File: src/hw/rtl/lkvc_pkg.sv
// Shared types and constants for the LRU key-value cache.
`default_nettype none

package lkvc_pkg;

  localparam int unsigned ENTRIES_DEF    = 16;
  localparam int unsigned KEY_BITS_DEF   = 16;
  localparam int unsigned VALUE_BITS_DEF = 16;

  localparam int unsigned CAP_BITS = 5;
  localparam logic [CAP_BITS-1:0] CAP_RESET = 5'd16;

  localparam logic OP_GET = 1'b0;
  localparam logic OP_PUT = 1'b1;

  typedef struct packed {
    logic load;    // latch the input transfer
    logic commit;  // update the entries and load the result register
  } cmd_t;

endpackage

`default_nettype wire

File: src/hw/rtl/lkvc_ctrl.sv
// Sequencing controller: input acceptance, execute step and result hold.
`default_nettype none

module lkvc_ctrl (
  input  wire             clk_i,
  input  wire             rst_ni,
  input  wire             in_valid_i,
  output logic            in_stall_o,
  output logic            out_valid_o,
  input  wire             out_stall_i,
  output lkvc_pkg::cmd_t  cmd_o
);

  typedef enum logic {
    S_IDLE,
    S_EXEC
  } state_e;

  state_e state_q;
  logic   out_valid_q;
  logic   accept;
  logic   commit;

  assign accept = in_valid_i && (state_q == S_IDLE);
  assign commit = (state_q == S_EXEC) && (!out_valid_q || !out_stall_i);

  assign in_stall_o   = (state_q == S_EXEC);
  assign out_valid_o  = out_valid_q;
  assign cmd_o.load   = accept;
  assign cmd_o.commit = commit;

  always_ff @(posedge clk_i or negedge rst_ni) begin
    if (!rst_ni) begin
      state_q     <= S_IDLE;
      out_valid_q <= 1'b0;
    end else begin
      case (state_q)
        S_IDLE: begin
          if (accept) begin
            state_q <= S_EXEC;
          end
        end
        S_EXEC: begin
          if (commit) begin
            state_q <= S_IDLE;
          end
        end
        default: begin
          state_q <= S_IDLE;
        end
      endcase
      if (commit) begin
        out_valid_q <= 1'b1;
      end else if (out_valid_q && !out_stall_i) begin
        out_valid_q <= 1'b0;
      end
    end
  end

endmodule

`default_nettype wire

File: src/hw/rtl/lkvc_dp.sv
// Datapath: key match array, recency ranks, value store and result register.
`default_nettype none

module lkvc_dp #(
  parameter int unsigned ENTRIES    = lkvc_pkg::ENTRIES_DEF,
  parameter int unsigned KEY_BITS   = lkvc_pkg::KEY_BITS_DEF,
  parameter int unsigned VALUE_BITS = lkvc_pkg::VALUE_BITS_DEF
) (
  input  wire                           clk_i,
  input  wire                           rst_ni,
  input  lkvc_pkg::cmd_t                cmd_i,
  input  wire                           cfg_we_i,
  input  wire  [lkvc_pkg::CAP_BITS-1:0] cfg_capacity_i,
  input  wire                           operation_i,
  input  wire  [KEY_BITS-1:0]           key_i,
  input  wire  [VALUE_BITS-1:0]         value_i,
  output logic                          found_o,
  output logic [VALUE_BITS-1:0]         read_value_o
);

  localparam int unsigned RW   = $clog2(ENTRIES);
  localparam int unsigned CW   = $clog2(ENTRIES + 1);
  localparam int unsigned CMPW = (CW > lkvc_pkg::CAP_BITS) ? CW : lkvc_pkg::CAP_BITS;

  logic                          op_q;
  logic [KEY_BITS-1:0]           key_q;
  logic [VALUE_BITS-1:0]         value_q;
  logic [KEY_BITS-1:0]           keys_q  [ENTRIES];
  logic [VALUE_BITS-1:0]         vals_q  [ENTRIES];
  logic [RW-1:0]                 rank_q  [ENTRIES];
  logic [ENTRIES-1:0]            valid_q;
  logic [CW-1:0]                 occ_q;
  logic [lkvc_pkg::CAP_BITS-1:0] cap_q;
  logic                          found_q;
  logic [VALUE_BITS-1:0]         rdval_q;

  logic [ENTRIES-1:0]    hit_vec;
  logic [ENTRIES-1:0]    victim_vec;
  logic [ENTRIES-1:0]    free_vec;
  logic [ENTRIES-1:0]    ins_vec;
  logic [ENTRIES-1:0]    kept_vec;
  logic                  hit;
  logic                  is_put;
  logic                  do_insert;
  logic                  do_evict;
  logic [RW-1:0]         hit_rank;
  logic [RW-1:0]         last_rank;
  logic [VALUE_BITS-1:0] hit_value;
  logic [CMPW-1:0]       cap_ext;
  logic [CMPW-1:0]       eff_cap;
  logic [CMPW-1:0]       occ_ext;

  assign is_put    = (op_q == lkvc_pkg::OP_PUT);
  assign last_rank = RW'(occ_q - CW'(1));
  assign cap_ext   = CMPW'(cap_q);
  assign occ_ext   = CMPW'(occ_q);

  always_comb begin
    if (cap_ext == '0) begin
      eff_cap = CMPW'(1);
    end else if (cap_ext > CMPW'(ENTRIES)) begin
      eff_cap = CMPW'(ENTRIES);
    end else begin
      eff_cap = cap_ext;
    end
  end

  always_comb begin
    hit_rank  = '0;
    hit_value = '0;
    for (int i = 0; i < ENTRIES; i++) begin
      hit_vec[i]    = valid_q[i] && (keys_q[i] == key_q);
      victim_vec[i] = valid_q[i] && (rank_q[i] == last_rank);
      hit_rank      = hit_rank | (hit_vec[i] ? rank_q[i] : '0);
      hit_value     = hit_value | (hit_vec[i] ? vals_q[i] : '0);
    end
  end

  assign hit       = |hit_vec;
  assign do_insert = is_put && !hit;
  assign do_evict  = do_insert && (occ_ext >= eff_cap);
  assign free_vec  = ~valid_q | (do_evict ? victim_vec : '0);
  // lowest free slot, one-hot
  assign ins_vec   = free_vec & (~free_vec + {{(ENTRIES-1){1'b0}}, 1'b1});
  assign kept_vec  = valid_q & ~(do_evict ? victim_vec : '0);

  always_ff @(posedge clk_i) begin
    if (cmd_i.load) begin
      op_q    <= operation_i;
      key_q   <= key_i;
      value_q <= value_i;
    end
    if (cmd_i.commit) begin
      found_q <= hit;
      rdval_q <= (hit && !is_put) ? hit_value : '0;
      for (int i = 0; i < ENTRIES; i++) begin
        if (hit && is_put && hit_vec[i]) begin
          vals_q[i] <= value_q;
        end
        if (do_insert && ins_vec[i]) begin
          keys_q[i] <= key_q;
          vals_q[i] <= value_q;
        end
      end
    end
  end

  always_ff @(posedge clk_i or negedge rst_ni) begin
    if (!rst_ni) begin
      valid_q <= '0;
      occ_q   <= '0;
      cap_q   <= lkvc_pkg::CAP_RESET;
      for (int i = 0; i < ENTRIES; i++) begin
        rank_q[i] <= '0;
      end
    end else begin
      if (cfg_we_i) begin
        cap_q <= cfg_capacity_i;
      end
      if (cmd_i.commit) begin
        if (hit) begin
          for (int i = 0; i < ENTRIES; i++) begin
            if (hit_vec[i]) begin
              rank_q[i] <= '0;
            end else if (valid_q[i] && (rank_q[i] < hit_rank)) begin
              rank_q[i] <= rank_q[i] + RW'(1);
            end
          end
        end else if (do_insert) begin
          valid_q <= kept_vec | ins_vec;
          if (!do_evict) begin
            occ_q <= occ_q + CW'(1);
          end
          for (int i = 0; i < ENTRIES; i++) begin
            if (ins_vec[i]) begin
              rank_q[i] <= '0;
            end else if (kept_vec[i]) begin
              rank_q[i] <= rank_q[i] + RW'(1);
            end
          end
        end
      end
    end
  end

  assign found_o      = found_q;
  assign read_value_o = rdval_q;

`ifndef SYNTHESIS
  a_occ_matches_valid: assert property (@(posedge clk_i) disable iff (!rst_ni)
    $countones(valid_q) == int'(occ_q))
    else $error("occupancy count disagrees with valid entries");

  a_occ_bound: assert property (@(posedge clk_i) disable iff (!rst_ni)
    int'(occ_q) <= int'(ENTRIES))
    else $error("occupancy above entry count");

  a_single_match: assert property (@(posedge clk_i) disable iff (!rst_ni)
    cmd_i.commit |-> $onehot0(hit_vec))
    else $error("key present in more than one entry");

  a_occ_no_shrink: assert property (@(posedge clk_i) disable iff (!rst_ni)
    cmd_i.commit |=> occ_q >= $past(occ_q))
    else $error("occupancy dropped on a transfer");
`endif

endmodule

`default_nettype wire

File: src/hw/rtl/lru_key_value_cache_unit.sv
// Top level of the fully associative LRU key-value cache.
//
//  channel  dir  handshake                signals
//  in       in   in_valid_i / in_stall_o  operation_i, key_i, value_i
//  out      out  out_valid_o / out_stall_i found_o, read_value_o
//  cfg      in   cfg_valid_i / cfg_ready_o capacity_in_use_i
//
// An operation first registers the input transfer, then does the parallel key match,
// rank update and result register load in the execute step.
// The result register frees the execute step; it holds until out_stall_i drops.
// Reset clears valid bits, ranks and count; capacity resets to 16.
// cfg_ready_o is always high.
`default_nettype none

module lru_key_value_cache_unit #(
  parameter int unsigned ENTRIES    = lkvc_pkg::ENTRIES_DEF,
  parameter int unsigned KEY_BITS   = lkvc_pkg::KEY_BITS_DEF,
  parameter int unsigned VALUE_BITS = lkvc_pkg::VALUE_BITS_DEF
) (
  input  wire                           clk_i,
  input  wire                           rst_ni,
  input  wire                           in_valid_i,
  output logic                          in_stall_o,
  input  wire                           operation_i,
  input  wire  [KEY_BITS-1:0]           key_i,
  input  wire  [VALUE_BITS-1:0]         value_i,
  output logic                          out_valid_o,
  input  wire                           out_stall_i,
  output logic                          found_o,
  output logic [VALUE_BITS-1:0]         read_value_o,
  input  wire                           cfg_valid_i,
  output logic                          cfg_ready_o,
  input  wire  [lkvc_pkg::CAP_BITS-1:0] capacity_in_use_i
);

  lkvc_pkg::cmd_t cmd;

  assign cfg_ready_o = 1'b1;

  lkvc_ctrl u_ctrl (
    .clk_i       (clk_i),
    .rst_ni      (rst_ni),
    .in_valid_i  (in_valid_i),
    .in_stall_o  (in_stall_o),
    .out_valid_o (out_valid_o),
    .out_stall_i (out_stall_i),
    .cmd_o       (cmd)
  );

  lkvc_dp #(
    .ENTRIES    (ENTRIES),
    .KEY_BITS   (KEY_BITS),
    .VALUE_BITS (VALUE_BITS)
  ) u_dp (
    .clk_i          (clk_i),
    .rst_ni         (rst_ni),
    .cmd_i          (cmd),
    .cfg_we_i       (cfg_valid_i && cfg_ready_o),
    .cfg_capacity_i (capacity_in_use_i),
    .operation_i    (operation_i),
    .key_i          (key_i),
    .value_i        (value_i),
    .found_o        (found_o),
    .read_value_o   (read_value_o)
  );

endmodule

`default_nettype wire

File: config.mk
export PLATFORM = sky130hd
export DESIGN_NAME = lru_key_value_cache_unit
export DESIGN_NICKNAME = d
export VERILOG_FILES = /design/src/hw/rtl/lkvc_pkg.sv /design/src/hw/rtl/lkvc_ctrl.sv /design/src/hw/rtl/lkvc_dp.sv /design/src/hw/rtl/lru_key_value_cache_unit.sv
export SDC_FILE = /design/constraint.sdc
export NUM_CORES = 1
export LEC_CHECK = 0
export BUFFER_PORTS_ARGS = -buffer_cell sky130_fd_sc_hd__buf_4
export CAP_MARGIN = 20
export CORE_MARGIN = 3
export CORE_UTILIZATION = 50
export DETAILED_ROUTE_END_ITERATION = 8
export PLACE_DENSITY = 0.66
export RECOVER_POWER = 100
export SYNTH_ARGS = -nofsm -noshare
export SYNTH_HDL_FRONTEND = slang
export SYNTH_SLANG_ARGS = --single-unit
File: constraint.sdc
create_clock -name clk_i -period 6.9 [get_ports clk_i]
set_clock_uncertainty 0.15 [all_clocks]
set_input_delay 0 -clock clk_i [delete_from_list [all_inputs] [get_ports clk_i]]
set_output_delay 0 -clock clk_i [all_outputs]
set_load 0.005 [all_outputs]
**Yosys cells after proc, flatten, opt, wreduce, memory -nomap -nowiden**

Memories as Yosys holds them, arrays and structs flattened.
Cells that the tools add are included.

- Register bits: 142
- Output and inout port bits: 20
- RAM bits: 512
- Memories kept: 2

Memory list:

| memory | words | width | read ports | clocked after Yosys merged registers in | wr ports | RTL line | source |
|---|---|---|---|---|---|---|---|
| u_dp.keys_q | 16 | 16 | 16 | 0 | 1 | lkvc_dp.sv:28 | `logic [KEY_BITS-1:0] keys_q [ENTRIES];` |
| u_dp.vals_q | 16 | 16 | 16 | 0 | 16 | lkvc_dp.sv:29 | `logic [VALUE_BITS-1:0] vals_q [ENTRIES];` |

- Reduce and logical (&&, ||, !) cells: 145
- $lt $le $gt $ge: 18
- Add/subtract/negate cells: 19
- Bitwise gates (word level): 56
- Multiplexer cells: 263
- Eq/ne operators: 48

Operator list:

| operator | count |
|---|---|
| $mux 16 | 48 |
| $mux 4 | 95 |
| $or 16x16->16 | 17 |
| $eq 16x16->1 | 16 |
| $reduce_or 16->1 | 16 |
| $mux 64 | 2 |
| $mux 1 | 115 |
| $logic_and 1x1->1 | 87 |
| $reduce_and 4->1 | 17 |
| $add 4x1->4 const B | 16 |
| $eq 4x4->1 | 16 |
| $lt 4x4->1 | 16 |
| $or 4x4->4 | 15 |
| $ne 3x2->1 const B | 16 |
| $not 16->16 | 3 |
| $reduce_bool 3->1 | 16 |
| $and 16x16->16 | 2 |
| $add 16x1->16 const B | 1 |
| $or 1x1->1 | 16 |
| $mux 5 | 2 |
| $add 5x1->5 const B | 1 |
| $ge 5x5->1 | 1 |
| $gt 5x5->1 const B | 1 |
| $logic_not 5->1 | 1 |
| other kinds (7) | 13 |

**Logic depth before layout (Yosys ltp)**

An unclocked memory read counts as a cell.

- Depth after elaboration: 32
- Mapped depth: 20
- Gate-level depth less buffers: 16

**Modules after synthesis**

A second synthesis with hierarchy kept.

- Cell total of the unflattened synthesis: 2354
- Area, all modules: 30837.1 µm²

By module, submodules not included:

| module | cells each | times used | area an instance (µm²) |
|---|---|---|---|
| lkvc_dp | 2344 | 1 | 30727.0 |
| lkvc_ctrl | 8 | 1 | 98.8 |
| lru_key_value_cache_unit | 2 | 1 | 11.3 |

**Least setup slack after synthesis**

OpenSTA, ideal clock, no wires.

- Path type: register -> register
- Start point: register u_dp.occ_q[0] (netlist: u_dp.occ_ext[0])
- End point: memory u_dp.keys_q[1][112] (netlist bit) (enable)
- Path slack: 1.457 ns
- Path buffers: 4
- Setup time: 0.430 ns
- Required time: 6.320 ns
- Data arrival time: 4.862 ns
- Cell stages (with the launch flop): 15
- Cells stage by stage: dfrtp_1 > buf_6 > buf_1 > inv_1 > ha_1 > clkbuf_1 > buf_2 > xnor2_1 > nor3_1 > a32oi_1 > and4_1 > a31oi_1 > o31ai_4 > nand3_1 > nor4_1

- Cells in the longest elaborated chain, start to end: 28

RTL lines:

| item | RTL line | source |
|---|---|---|
| start: declaration | lkvc_dp.sv:32 | `logic [CW-1:0] occ_q;` |
| start signal: assignment | lkvc_dp.sv:132 | `occ_q <= occ_q + CW'(1);` |
| $sub 4x1->4 (*) | lkvc_dp.sv:54 | `assign last_rank = RW'(occ_q - CW'(1));` |
| via u_dp.last_rank[0] | lkvc_dp.sv:47 | `logic [RW-1:0] last_rank;` |
| $eq 4x4->1 | lkvc_dp.sv:73 | `victim_vec[i] = valid_q[i] && (rank_q[i] == last_rank);` |
| $logic_and 1x1->1 | lkvc_dp.sv:73 |  |
| $mux 16 (*) | lkvc_dp.sv:82 | `assign free_vec = ~valid_q \| (do_evict ? victim_vec : '0);` |
| $or 16x16->16 (*) | lkvc_dp.sv:82 |  |
| $not 16->16 | lkvc_dp.sv:84 | `assign ins_vec = free_vec & (~free_vec + {{(ENTRIES-1){1'b0}}, 1'b1});` |
| $add 16x1->16 | lkvc_dp.sv:84 |  |
| $and 16x16->16 (*) | lkvc_dp.sv:84 |  |
| $logic_and 1x1->1 | lkvc_dp.sv:100 | `if (do_insert && ins_vec[i]) begin` |
| $mux 1 | lkvc_dp.sv:100 |  |
| $mux 1 | lkvc_dp.sv:93 | `if (cmd_i.commit) begin` |
| $mux 1 (implied by the code) | lkvc_dp.sv:101 | `keys_q[i] <= key_q;` |
| $reduce_or 16->1 (no source line) | - |  |
| $mux 4 (no source line) / $mux 1 (equally long branches) (15 in series) | - |  |
| end: declaration | lkvc_dp.sv:28 |  |

The timed path passes the listed nets; every way through them passes the cells marked *.

==> results.yml <==
status:
  status: "finished with violations"
  failed_checks: "max-capacitance violations, max-slew violations"
critical_path:
  worst-endpoint-required_ns: 7.00
  critical_path.startpoint_type: "register"
  worst-endpoint-arrival_ns: 6.33
  crit_fanout: 17
  critical_path.endpoint_type: "register"
  path_class: "reg -> reg"
sta:
  finalSetupViolCount: 0
  setup-tns-final_ns: 0
  worst_slew_pin_slew_ns: 4.16
  rsz0062_at_grt: "false"
  post-route-worst-setup-slack_ns: 0.676
  min_period_over_period_pct: 90.2
  report.final.slew_viol_count: 146
  hold_viol: 0
  relSlewSlack_pct: -178
  max_freq_ghz: 0.161
  layout_min_cycle_time_ns: 6.22
logic_synthesis:
  async_reset_ff_share_pct: 14.1
  synth.most_common_cell: "sky130_fd_sc_hd__edfxtp_1"
  synth.top_cells.by_count: "562 x sky130_fd_sc_hd__edfxtp_1, 203 x sky130_fd_sc_hd__xnor2_1, 117 x sky130_fd_sc_hd__nand2_1, 100 x sky130_fd_sc_hd__xor2_1, 91 x sky130_fd_sc_hd__dfrtp_1"
  postSynthCellCount: 2283
  synth_fp_nets: 2365
  ys_seq_elements: 654
  synth-edff-count: 562
  synthesis.yosys.warnings: 0
  synth_top_flop_cell: "sky130_fd_sc_hd__edfxtp_1"
  synth_area_leaders: "sky130_fd_sc_hd__edfxtp_1 55%, sky130_fd_sc_hd__dfrtp_1 7.4%, sky130_fd_sc_hd__xnor2_1 5.8%"
  yosysTopAreaCellShare_pct: 54.9
  yosysSeqAreaShare_pct: 62.4
  netlist-cell-type-count: 107
  post-synth-top-area-cell: "sky130_fd_sc_hd__edfxtp_1"
  postSynthAreaPerCell_um2: 13.5
  synth.cell_area_um2: 30800
clock_network:
  cts.htree.levels: 3
  clock_insertion_delay_worst_skew_ns: 0.61
  root_buffer: "sky130_fd_sc_hd__clkbuf_16"
  cts_tree: "yes"
  tritoncts.num_buffers: 69
  cts_post_setup_buffers_inserted: 0
  max-clock-path-buffers: 3
  cts_clk_pin_slew_worst_paths_ns: 0.06
  clkSinkCount: 654
drt:
  first_iter_violations: 2416
  antenna_violating_nets_post_route: 0
  viasPerCell: 6.42
  drt-pass1-iter-count: 5
  detailroute.via_count: 21300
  wirelength_mm: 97.0
  detail_route.drc_violations: 0
  wl_per_cell_um: 29.2
floorplanning:
  die_w_um: 254
  dieArea_um2: 64500
  core_region_area_um2: 60600
  core.rowCount: 90
  floorplan.initialDensity_pct: 50.8
  die_height_um: 254
  ios: 63
cells_and_area:
  layout-area-overhead-vs-synth_pct: 14.8
  drive_gt1_share_pct: 11.7
  utilization_pct: 58.2
  instances_no_fill: 3318
  design.final.nets: 2564
global_route:
  via_count_of_the_first_global_routing_pass: 20600
  gr-usage-all-layers_pct: 30.1
  grt_start_max_net_pins: 66
  first_pass_grt_wire_length_mm: 141
  grt.overflow.total: 0
  antenna_found_initial: 0
pwr:
  power.density_nw_per_um2: 296
  ir_drop_uv: 297
  leakagePower_uw: 0.0118
worst_hold_path:
  hold_class: "in -> reg"
placed_design:
  hpwl_mm: 64.1
  dp_slack_ns: 1.19
  portBuffers: 61
  gpl.final_weighted_congestion: 1.02
  dpl.cell_count: 3109
run:
  drv_cap: 4
-- power by group --
| group | switching, uW | total [uW] | internal, uW |
|---|---|---|---|
| combinational | 1120 | 1840 | 718 |
| clock | 1550 | 3730 | 2180 |
| sequential | 373 | 4890 | 4520 |
| total | 3040 | 10500 | 7420 |
-- state kept, by name, indices dropped and copies added (netlist names) --
register and cells:
u_ctrl.out_valid_o 1, u_dp.value_q 16, u_ctrl.in_stall_o 1, u_dp.valid_q 16, u_dp.read_value_o 16, u_dp.rank_q 64, u_dp.key_q 16, u_dp.found_o 1
u_dp.occ_ext 5, u_dp.cap_ext 5, u_dp.vals_q 256, u_dp.is_put 1, u_dp.keys_q 256
-- worst max-delay path: stages, from the launching register on --
cell	delay, ns
sky130_fd_sc_hd__edfxtp_1	0.64
sky130_fd_sc_hd__clkbuf_1	0.86
sky130_fd_sc_hd__clkbuf_1	0.34
sky130_fd_sc_hd__xnor2_1	0.19
sky130_fd_sc_hd__nand4_1	0.11
sky130_fd_sc_hd__nor3_1	0.68
sky130_fd_sc_hd__a22oi_1	0.18
sky130_fd_sc_hd__nand4b_1	0.62
sky130_fd_sc_hd__o41ai_1	0.30
sky130_fd_sc_hd__or2_2	0.38
sky130_fd_sc_hd__o21ai_0	0.73
sky130_fd_sc_hd__nor2b_2	0.27
sky130_fd_sc_hd__buf_4	0.40
-- cells in the final DEF, fill, tap and decap left out, drive strengths merged, types with 22 or more instances in the layout --
cell	netlist	final
nand2b	27	27
nor4	34	34
o21ai	77	77
clkbuf	47	189
nor2	78	78
dlygate4sd3	0	83
and2	32	32
a21oi	27	27
dfrtp	91	91
nor2b	22	22
buf	69	65
a22oi	48	48
nor3	57	57
xnor2	205	205
and3	30	30
inv	57	60
a22o	55	55
nand3	90	90
ha	39	39
a221oi	55	55
a31oi	25	25
nand2	117	117
edfxtp	562	562
nand4	62	62
xor2	100	100
-- final timing paths --
check / start / end / slack [ns] / cells past startpoint
setup reg to reg: u_dp.key_q[3] / u_dp.vals_q[0][27] / 0.68 / 12
hold / removal: out_stall_i / u_ctrl.in_stall_o / 0.05 / 3
setup / recovery: u_dp.key_q[3] / u_dp.vals_q[0][27] / 0.68 / 12
hold reg to reg: u_dp.occ_ext[4] / u_dp.occ_ext[4] / 0.36 / 1
max in group asynchronous: rst_ni / u_dp.valid_q[13] / 2.28 / 4
min in group asynchronous: rst_ni / u_dp.cap_ext[1] / 0.86 / 4
-- cell families after synthesis --
kind of cell | synth area share (%)
AO/OA/AOI/OAI | 11.2
XOR/XNOR | 9.44
adder cells (fa/ha/maj) | 2.09
buffers and inverters | 2.88
flip-flops | 62.4
multiplexers | 0.781
other | 0.0122
AND/OR/NAND/NOR | 11.2
-- per-stage QoR --
| step | cell area (um2) | hold WS (ns) | total power, uW |
|---|---|---|---|
| after global placement | 32400 | -0.211 | 6710 |
| after CTS | 35500 | 0.00138 | 10500 |
| after floorplan | 30800 | -0.446 | 6060 |
| final | 35300 | 0.0545 | 10500 |
| after detailed placement | 32400 | -0.197 | 6740 |
| after global routing | 35300 | 0.0511 | 10800 |
-- routing by layer --
metal  track usage (%)  wire length (um)  vias up
li1                  -                 -     9206
met1              42.7             40800    10700
met2              46.3             43700     1147
met3              5.66              8630      226
met4              11.5              3950        0
met5                 0                 0        -
-- repair_timing --
item | CTS | global route
hold endpoints to repair | 168 | 0
resized for setup | 0 | 0
hold buffers | 84 | 0
-- final cells by class --
class,count,area (um2)
Antenna cell,1,2.50
Clock buffer,93,1870
Clock inverter,31,400
Fill cell,4772,25300
Inverter,57,214
Multi-Input combinational cell,1456,10700
Sequential cell,654,19200
Tap cell,782,978
Timing Repair Buffer,244,1910
Power figures use the tool's default switching activity.
